==> src/hdl/wsr_pkg.sv <==
`timescale 1ns / 1ps
`default_nettype none

package wsr_pkg;

    localparam int unsigned CODE_W     = 8;
    localparam int unsigned TIME_W     = 32;
    localparam int unsigned THR_W      = 8;
    localparam int unsigned LAST_W     = 3;
    localparam int unsigned CFG_IDX_W  = 8;
    localparam int unsigned CFG_DATA_W = 32;

    typedef logic [CODE_W-1:0]     t_code;
    typedef logic [TIME_W-1:0]     t_time;
    typedef logic [THR_W-1:0]      t_thr;
    typedef logic [LAST_W-1:0]     t_last;
    typedef logic [CFG_IDX_W-1:0]  t_cfg_idx;
    typedef logic [CFG_DATA_W-1:0] t_cfg_data;

    localparam t_cfg_idx REG_WINDOW_LENGTH      = 8'd0;
    localparam t_cfg_idx REG_BUSINESS_THRESHOLD = 8'd1;

    localparam t_code CODE_IDLE          = 8'd0;
    localparam t_code CODE_BUSINESS_MIN  = 8'd1;
    localparam t_code CODE_BUSINESS_MAX  = 8'd4;
    localparam t_code CODE_THRESHOLD_HIT = 8'd5;
    localparam t_code CODE_PASS_MIN      = 8'd6;

    localparam t_thr  HITS_MAX            = 8'hFF;
    localparam t_time WINDOW_LENGTH_RESET = 32'd1000;
    localparam t_thr  THRESHOLD_RESET     = 8'd3;

endpackage

`default_nettype wire

==> src/hdl/wsr_if.sv <==
`timescale 1ns / 1ps
`default_nettype none

interface wsr_in_if;
    logic            valid;
    logic            ready;
    wsr_pkg::t_code  status_code;
    wsr_pkg::t_time  now_ms;

    modport source (output valid, output status_code, output now_ms, input ready);
    modport sink   (input valid, input status_code, input now_ms, output ready);
endinterface

interface wsr_out_if;
    logic            valid;
    logic            ready;
    wsr_pkg::t_code  reduced_code;

    modport source (output valid, output reduced_code, input ready);
    modport sink   (input valid, input reduced_code, output ready);
endinterface

interface wsr_cfg_if;
    logic                valid;
    logic                ready;
    wsr_pkg::t_cfg_idx   reg_index;
    wsr_pkg::t_cfg_data  data;

    modport source (output valid, output reg_index, output data, input ready);
    modport sink   (input valid, input reg_index, input data, output ready);
endinterface

`default_nettype wire

==> src/hdl/windowed_state_reducer_unit.sv <==
// Items pass the input register, then the output register. Throughput: one item
// per cycle unless the output stalls, set by the single compare-and-update step
// on the window state; an input register holds one more item while a result waits.
// Reset (synchronous, active low) closes the window, empties both stages, and
// restores the window length to 1000 ms and the business threshold to 3.
`timescale 1ns / 1ps
`default_nettype none

module windowed_state_reducer_unit (
    input  wire         i_clk,
    input  wire         i_rst_n,
    wsr_in_if.sink      i_in,
    wsr_out_if.source   o_out,
    wsr_cfg_if.sink     i_cfg
);

    wsr_pkg::t_time r_window_length;
    wsr_pkg::t_thr  r_threshold;

    logic           r_in_valid;
    wsr_pkg::t_code r_in_code;
    wsr_pkg::t_time r_in_now;

    logic           r_open;
    wsr_pkg::t_time r_start;
    wsr_pkg::t_thr  r_hits;
    logic           r_seen;
    wsr_pkg::t_last r_last;

    logic           r_out_valid;
    wsr_pkg::t_code r_out_code;

    logic           n_open;
    wsr_pkg::t_time n_start;
    wsr_pkg::t_thr  n_hits;
    logic           n_seen;
    wsr_pkg::t_last n_last;
    wsr_pkg::t_code n_out_code;

    logic           proc;
    wsr_pkg::t_time elapsed;
    logic           expired;
    logic           business;
    wsr_pkg::t_code folded;

    assign proc        = r_in_valid && (!r_out_valid || o_out.ready);
    assign i_in.ready  = !r_in_valid || proc;
    assign i_cfg.ready = 1'b1;
    assign o_out.valid        = r_out_valid;
    assign o_out.reduced_code = r_out_code;

    assign elapsed  = r_in_now - r_start;
    assign expired  = r_open && (elapsed >= r_window_length);
    assign business = r_in_code inside {[wsr_pkg::CODE_BUSINESS_MIN:wsr_pkg::CODE_BUSINESS_MAX]};
    assign folded   = r_seen ? {{(wsr_pkg::CODE_W - wsr_pkg::LAST_W){1'b0}}, r_last}
                             : wsr_pkg::CODE_IDLE;

    always_comb begin
        n_open     = r_open;
        n_start    = r_start;
        n_hits     = r_hits;
        n_seen     = r_seen;
        n_last     = r_last;
        n_out_code = wsr_pkg::CODE_IDLE;
        if (r_in_code >= wsr_pkg::CODE_PASS_MIN) begin
            n_open     = 1'b0;
            n_start    = '0;
            n_hits     = '0;
            n_seen     = 1'b0;
            n_last     = '0;
            n_out_code = r_in_code;
        end else if (expired) begin
            n_open     = 1'b0;
            n_start    = '0;
            n_hits     = '0;
            n_seen     = 1'b0;
            n_last     = '0;
            n_out_code = (r_in_code != wsr_pkg::CODE_IDLE) ? r_in_code : folded;
        end else begin
            if (!r_open) begin
                n_open  = 1'b1;
                n_start = r_in_now;
            end
            if (business) begin
                if (r_hits != wsr_pkg::HITS_MAX) begin
                    n_hits = r_hits + 1'b1;
                end
                n_seen = 1'b1;
                n_last = r_in_code[wsr_pkg::LAST_W-1:0];
            end
            if (n_hits >= r_threshold) begin
                n_open     = 1'b0;
                n_start    = '0;
                n_hits     = '0;
                n_seen     = 1'b0;
                n_last     = '0;
                n_out_code = wsr_pkg::CODE_THRESHOLD_HIT;
            end
        end
    end

    always_ff @(posedge i_clk) begin
        if (!i_rst_n) begin
            r_window_length <= wsr_pkg::WINDOW_LENGTH_RESET;
            r_threshold     <= wsr_pkg::THRESHOLD_RESET;
        end else if (i_cfg.valid) begin
            case (i_cfg.reg_index)
                wsr_pkg::REG_WINDOW_LENGTH: begin
                    r_window_length <= i_cfg.data[wsr_pkg::TIME_W-1:0];
                end
                wsr_pkg::REG_BUSINESS_THRESHOLD: begin
                    r_threshold <= i_cfg.data[wsr_pkg::THR_W-1:0];
                end
                default: begin
                end
            endcase
        end
    end

    always_ff @(posedge i_clk) begin
        if (!i_rst_n) begin
            r_in_valid <= 1'b0;
        end else if (i_in.valid && i_in.ready) begin
            r_in_valid <= 1'b1;
        end else if (proc) begin
            r_in_valid <= 1'b0;
        end
    end

    always_ff @(posedge i_clk) begin
        if (i_in.valid && i_in.ready) begin
            r_in_code <= i_in.status_code;
            r_in_now  <= i_in.now_ms;
        end
    end

    always_ff @(posedge i_clk) begin
        if (!i_rst_n) begin
            r_open  <= 1'b0;
            r_start <= '0;
            r_hits  <= '0;
            r_seen  <= 1'b0;
            r_last  <= '0;
        end else if (proc) begin
            r_open  <= n_open;
            r_start <= n_start;
            r_hits  <= n_hits;
            r_seen  <= n_seen;
            r_last  <= n_last;
        end
    end

    always_ff @(posedge i_clk) begin
        if (!i_rst_n) begin
            r_out_valid <= 1'b0;
        end else if (proc) begin
            r_out_valid <= 1'b1;
        end else if (o_out.ready) begin
            r_out_valid <= 1'b0;
        end
    end

    always_ff @(posedge i_clk) begin
        if (proc) begin
            r_out_code <= n_out_code;
        end
    end

    a_closed_window_empty: assert property (@(posedge i_clk) disable iff (!i_rst_n)
        !r_open |-> (r_hits == '0) && !r_seen)
        else $error("closed window holds business state");

    a_seen_matches_last: assert property (@(posedge i_clk) disable iff (!i_rst_n)
        r_seen == (r_last != '0))
        else $error("seen flag and last business code disagree");

    a_pass_through_closes: assert property (@(posedge i_clk) disable iff (!i_rst_n)
        proc && (r_in_code >= wsr_pkg::CODE_PASS_MIN) |=> !r_open)
        else $error("pass-through item left the window open");

    a_result_follows: assert property (@(posedge i_clk) disable iff (!i_rst_n)
        proc |=> r_out_valid && (r_out_code == $past(n_out_code)))
        else $error("processed item did not reach the output register");

endmodule

`default_nettype wire
==> src/flat_wrapper.sv <==
// flat-port wrapper written by rule: the top's interface ports become plain ports
module windowed_state_reducer_unit_flat 
  (i_clk, i_rst_n, i_in_valid, i_in_status_code, i_in_now_ms, i_in_ready, o_out_valid, o_out_reduced_code, o_out_ready, i_cfg_valid, i_cfg_reg_index, i_cfg_data, i_cfg_ready);
  wsr_in_if i_in_i ();
  wsr_out_if o_out_i ();
  wsr_cfg_if i_cfg_i ();
  input  wire i_clk;
  input  wire i_rst_n;
  input wire logic [$bits(i_in_i.valid)-1:0] i_in_valid;
  input wire logic [$bits(i_in_i.status_code)-1:0] i_in_status_code;
  input wire logic [$bits(i_in_i.now_ms)-1:0] i_in_now_ms;
  output wire logic [$bits(i_in_i.ready)-1:0] i_in_ready;
  output wire logic [$bits(o_out_i.valid)-1:0] o_out_valid;
  output wire logic [$bits(o_out_i.reduced_code)-1:0] o_out_reduced_code;
  input wire logic [$bits(o_out_i.ready)-1:0] o_out_ready;
  input wire logic [$bits(i_cfg_i.valid)-1:0] i_cfg_valid;
  input wire logic [$bits(i_cfg_i.reg_index)-1:0] i_cfg_reg_index;
  input wire logic [$bits(i_cfg_i.data)-1:0] i_cfg_data;
  output wire logic [$bits(i_cfg_i.ready)-1:0] i_cfg_ready;
  assign i_in_i.valid = i_in_valid;
  assign i_in_i.status_code = i_in_status_code;
  assign i_in_i.now_ms = i_in_now_ms;
  assign i_in_ready = i_in_i.ready;
  assign o_out_valid = o_out_i.valid;
  assign o_out_reduced_code = o_out_i.reduced_code;
  assign o_out_i.ready = o_out_ready;
  assign i_cfg_i.valid = i_cfg_valid;
  assign i_cfg_i.reg_index = i_cfg_reg_index;
  assign i_cfg_i.data = i_cfg_data;
  assign i_cfg_ready = i_cfg_i.ready;
  windowed_state_reducer_unit u_core (.i_clk(i_clk), .i_rst_n(i_rst_n), .i_in(i_in_i), .o_out(o_out_i), .i_cfg(i_cfg_i));
endmodule
==> config.mk <==
export PLATFORM = sky130hd
export DESIGN_NAME = windowed_state_reducer_unit_flat
export DESIGN_NICKNAME = d
export VERILOG_FILES = /design/src/hdl/wsr_pkg.sv /design/src/hdl/wsr_if.sv /design/src/hdl/windowed_state_reducer_unit.sv /design/src/flat_wrapper.sv
export SDC_FILE = /design/constraint.sdc
export NUM_CORES = 1
export LEC_CHECK = 0
export CORE_UTILIZATION = 50
export DETAILED_ROUTE_END_ITERATION = 7
export DONT_BUFFER_PORTS = 1
export PLACE_DENSITY = 0.68
export SYNTH_ARGS = -nofsm -noshare
export SYNTH_HDL_FRONTEND = slang
export SYNTH_SLANG_ARGS = --single-unit
==> constraint.sdc <==
create_clock -name i_clk -period 4.22 [get_ports i_clk]
set_input_delay 0.844 -clock i_clk [delete_from_list [all_inputs] [get_ports i_clk]]
set_output_delay 0.844 -clock i_clk [all_outputs]
set_load 0.1 [all_outputs]
Word level (Yosys, flattened, before mapping):

Index checks and enable logic that the tools add are counted.

* add/subtract/negate cells: 2
* magnitude comparators: 5
* equal/unequal tests: 3
* multiplexer cells: 31
* reductions and logical operators: 17

Operators by type and width (count)
* 32-bit two-way mux: 4
* 8-bit two-way mux: 10
* 32-bit greater-or-equal comparator: 1
* 32-bit subtractor: 1
* 3-bit two-way mux: 6
* 1-bit two-way mux: 11
* 8-bit by 1-bit adder with 8-bit output, second input constant: 1
* 8-bit by 1-bit == test with 1-bit output, second input constant: 1
* 8-bit by 1-bit greater-or-equal comparator with 1-bit output, second input constant: 1
* 8-bit by 3-bit greater-or-equal comparator with 1-bit output, second input constant: 1
* 8-bit greater-or-equal comparator: 1
* 8-bit by 3-bit <= comparator with 1-bit output, second input constant: 1
* 8-bit zero test: 1
* 8-bit inequality test, second input constant: 1
* 2-bit AND reduction: 4
* 8-bit nonzero test: 1
* 1-bit logical AND: 4
* 4-bit inequality test, second input constant: 1
* 2-bit nonzero test: 2
* 4-bit nonzero test: 1
* 1-bit zero test: 2
* 1-bit logical OR: 2

* register bits: 135
* bits of input ports: 85
* output and inout bits: 11
* logic and storage cells: 70

Depth between registers and ports, before layout:

* depth in word-level cells: 9
* mapped depth: 23
* gate-level depth less buffers: 21

Worst setup path before layout:

No wires, ideal clock.

* kind: register to register
* start: register u_core.r_in_now[0]
* end: register u_core.r_start[11]
* setup time: 58 ps
* data arrival time: 4530 ps
* data required time: 4162 ps
* path slack: -369 ps
* stages on the path, launching flop included: 22
* path buffers: 2
* period minus slack after synthesis: 4589 ps
* cells stage by stage: edfxtp_1 inv_1 ha_1 inv_1 fa_1 a211oi_2 nor4_1 or2_1 o41ai_2 o32a_1 o21ai_0 o311ai_0 ha_1 nand4_1 a21oi_1 a211oi_1 o31a_1 or4b_1 buf_6 buf_12 a21oi_2 o21a_1

* word-level cells in the longest chain between the ends: 5
* elaborated cells on any way between the ends: 7
* those cells by class: add/sub (1); order compare (1); eq/ne (1); mux (2); reduce/logical (2)

RTL lines
* start: declaration: RTL line windowed_state_reducer_unit.sv:22 `wsr_pkg::t_time r_in_now;`
* start signal: assignment: RTL line windowed_state_reducer_unit.sv:133 `r_in_now <= i_in.now_ms;`
* 32-bit subtractor *: RTL line windowed_state_reducer_unit.sv:52 `assign elapsed = r_in_now - r_start;`
* 32-bit greater-or-equal comparator *: RTL line windowed_state_reducer_unit.sv:53 `assign expired = r_open && (elapsed >= r_window_length);`
* 1-bit logical AND *: RTL line windowed_state_reducer_unit.sv:53
* 4-bit inequality test (no source line) or 32-bit two-way mux (tied branches)
* 2-bit AND reduction (no source line) or 32-bit two-way mux (tied branches)
* end signal: assignment: RTL line windowed_state_reducer_unit.sv:146 `r_start <= n_start;`
* end: declaration: RTL line windowed_state_reducer_unit.sv:25 `wsr_pkg::t_time r_start;`

Every way passes the cells marked *; elsewhere a longest branch is shown, timed or not.
A chain may end at the register's enable or synchronous reset.

Worst setup path in the final report:

* start: register u_core.r_in_now[0]
* end: register u_core.r_start[27]

Same word-level chain as after synthesis.

==> run metrics <==
CP Cell Sequence=inv_2 > ha_4 > inv_2 > fa_2 > a211oi_2 > nor4_1 > or2_1 > o41ai_4 > o32a_1 > buf_4 > o311a_4 > o21ai_2 > xor2_1 > ha_1 > a21o_1 > a211oi_2 > o31a_1 > or4b_4 > buf_12 > a21oi_2 > o21a_1; CORE AREA=15300 µm²; Syn. warnings=0; Num CTS Buffers=17; via count=roughly 6200; CTS Root Cell=clkbuf_16; total grt overflow=0; Setup violations, final=47; ANT nets after route=0; commonest register cell after synthesis=dfxtp_1; worst r2r src=u_core.r_in_now[0]; largest net degree at the start of global routing=92; Die Y-Extent=about 130 µm; non-filler cells, final=1172; Final WS setup=-0.357 ns; leakage dissipation=3.72 nW; crit path time final=4.58 ns; PwrDens=between 300 and 400 nW/µm²; CTS H-tree depth=4; per-cell routed wire length=15.6 µm; Final Util=a little over three fifths; Initial Utilization=between 50 and 60%; Worst Setup Path Type=reg -> reg; Critical Path Start=u_core.r_in_now[0]; register area share after synthesis=between 40% and 50%; drt initial violations=290; Max Slew Vio Count=0; syn_nets=1018; crit path DAT=4.95 ns; ys async rst share=0%; CP required=4.59 ns; DIE WIDTH=128 µm; most frequent cells in the layout=nand2_1 (103), buf_4 (101), dfxtp_1 (87), inv_1 (79), ha_1 (70); initial antenna violation count=1; Slowest-stage cell, CP=or4b_4; Die Area=16400 µm²; Design Power=3.26 mW; Post-DP HPWL=13100 µm; placed insts=1134; crit start category=register; RSZ-0062 raised after global routing=true; # diodes=0; status=finished, violations left; WP buf/inv=4; Least-Margin Pin Slew=1.05 ns; EDFF count, synth=48; fmax=0.218 GHz; Critical Path Max Stage Delay=0.59 ns; hold_sp=u_core.r_in_code[5]; nets@finish=between 1000 and 1500; violated checks=setup timing; Remaining DRCs=0; IO Count=96; vias in the first global route=6186; Final period util=108%; synthesis-stage register bit count=135; clk buf depth=2; routability cong.=0.871; IO Port Bufs=0; row count=45; Cell Area, Synth=7930 µm²; clock latency on the worst-skew pair=roughly 0.43 ns; VDD IR max=0.345 mV; total clock sinks=approximately 140; hold buffers post-CTS=0; slew margin rel.=30.2%; DR pass1 iterations=5; Critical Path End Type=register; Final Hold Viols=0; layout cells sized above 1=a little under a quarter; setup slack at placement=-0.753 ns; clk_skew=0.00670 ns; overall routing resource usage=between 20% and 30%; Mapped Cells=860; clock slew at reported path FFs=0.06 ns; worst-path maximum fanout=9; Max Cap Viol=0; Via density=5.33; final wirelength=~18000 µm; Hold Path Class=reg -> reg; area grow syn2layout=22.2%; Yosys cell types=68; first-pass GRT wire length=between 20000 and 30000 µm; critical path's top delay family=compound AO/OA/AOI/OAI gates; CTS tree=built; commonest non-fill, non-tap cell in the layout=nand2_1; synthesized area per cell=about 9.2 µm²
[registers in the layout (all words and copies together) (netlist names)]
signal and count:
u_core.r_window_length 32, u_core.o_out.reduced_code 8, u_core.r_in_now 32, u_core.r_seen 1, u_core.r_hits 8, u_core.r_threshold 8
u_core.r_in_code 8, u_core.r_last 3, u_core.r_start 32, u_core.r_open 1, u_core.o_out.valid 1, u_core.r_in_valid 1
[routing by layer]
| metal | vias up | track usage [%] | wire length (µm) |
|---|---|---|---|
| met1 | 2926 | 29.0 | 8330 |
| li1 | 3158 | - | - |
| met2 | 141 | 40.1 | 8800 |
| met4 | 0 | 7.61 | 270 |
| met5 | - | 0 | 0 |
| met3 | 22 | 6.26 | 897 |
[cells in the mapped netlist, types with 6 or more instances]
cell type | instances | area [µm²]
nand2_1 | 105 | 394
nand4_1 | 12 | 75.1
nor2b_1 | 13 | 81.3
xor2_1 | 7 | 61.3
and2_1 | 34 | 213
o21ai_0 | 17 | 85.1
dfxtp_1 | 87 | 1740
a21oi_2 | 30 | 263
nor3_1 | 8 | 40.0
ha_1 | 72 | 901
o211ai_1 | 6 | 45.0
o21a_1 | 37 | 278
edfxtp_1 | 48 | 1440
nor2_1 | 29 | 109
nand3_1 | 25 | 125
inv_1 | 81 | 304
mux2i_1 | 8 | 80.1
a21o_1 | 24 | 180
nand2b_1 | 7 | 43.8
a21boi_0 | 36 | 270
xnor2_1 | 26 | 228
a21oi_1 | 46 | 230
clkbuf_1 | 30 | 113
[worst reg2reg max path, delay by kind of cell (launching register included)]
kind            cells  cell delay, ns
xor+xnor            1            0.14
compound gates     10            1.80
fa+ha+maj           3            0.77
flops               1            0.38
buf+inv             4            0.46
simple gates        3            0.94
[where the power goes]
part,total (mW),switching (mW),internal (mW)
Combinational,0.415,0.215,0.200
Sequential,1.42,0.0409,1.38
Clock,1.43,0.567,0.860
[logic make-up (layout without fill, tap and decap cells)]
| logic type | count (synthesis) | in the layout | share of synthesized area, % |
|---|---|---|---|
| and+or+nand+nor | 252 | 252 | 15.5 |
| AOI/OAI and AO/OA | 236 | 236 | 21.4 |
| DFF | 135 | 135 | 40.2 |
| buffers and inverters | 120 | 221 | 6.35 |
| adders and majority gates | 73 | 73 | 11.6 |
| xor gates and xnor gates | 33 | 33 | 3.65 |
| muxes | 10 | 10 | 1.29 |
| other | 1 | 1 | 0.0473 |
[worst paths after layout]
| check | endpoint | slack [ns] | depth (start not counted) |
|---|---|---|---|
| max reg2reg | u_core.r_start[27] | -0.36 | 21 |
| min | u_core.o_out.reduced_code[5] | 0.46 | 0 |
| min reg2reg | u_core.o_out.reduced_code[5] | 0.46 | 0 |
| max | u_core.r_start[27] | -0.36 | 21 |
[repair_timing]
item,4_1_cts,5_1_grt
gates resized for setup,52,14
hold endpoints to repair,0,0
gates cloned,1,1
endpoints found under the setup margin,48,48
setup buffers,5,1
pin swaps,18,39
[stage by stage]
stage	TNS [ns]	area, µm²	hold WS (ns)
global placement	-22.83	8800	0.434
floorplan	-5.92	7950	0.443
global route	-22.83	9690	0.480
detailed placement	-28.65	8800	0.452
finish	-11.60	9690	0.459
CTS	-14.51	9600	0.461
[area by class of cell]
type                            count  area (µm²)
Clock buffer                       18         429
Clock inverter                     14         134
Fill cell                        1288        5630
Inverter                           82         308
Multi-Input combinational cell    605        4490
Sequential cell                   135        3180
Tap cell                          211         264
Timing Repair Buffer              107         882
No activity file was read; power rests on OpenSTA's default activity.
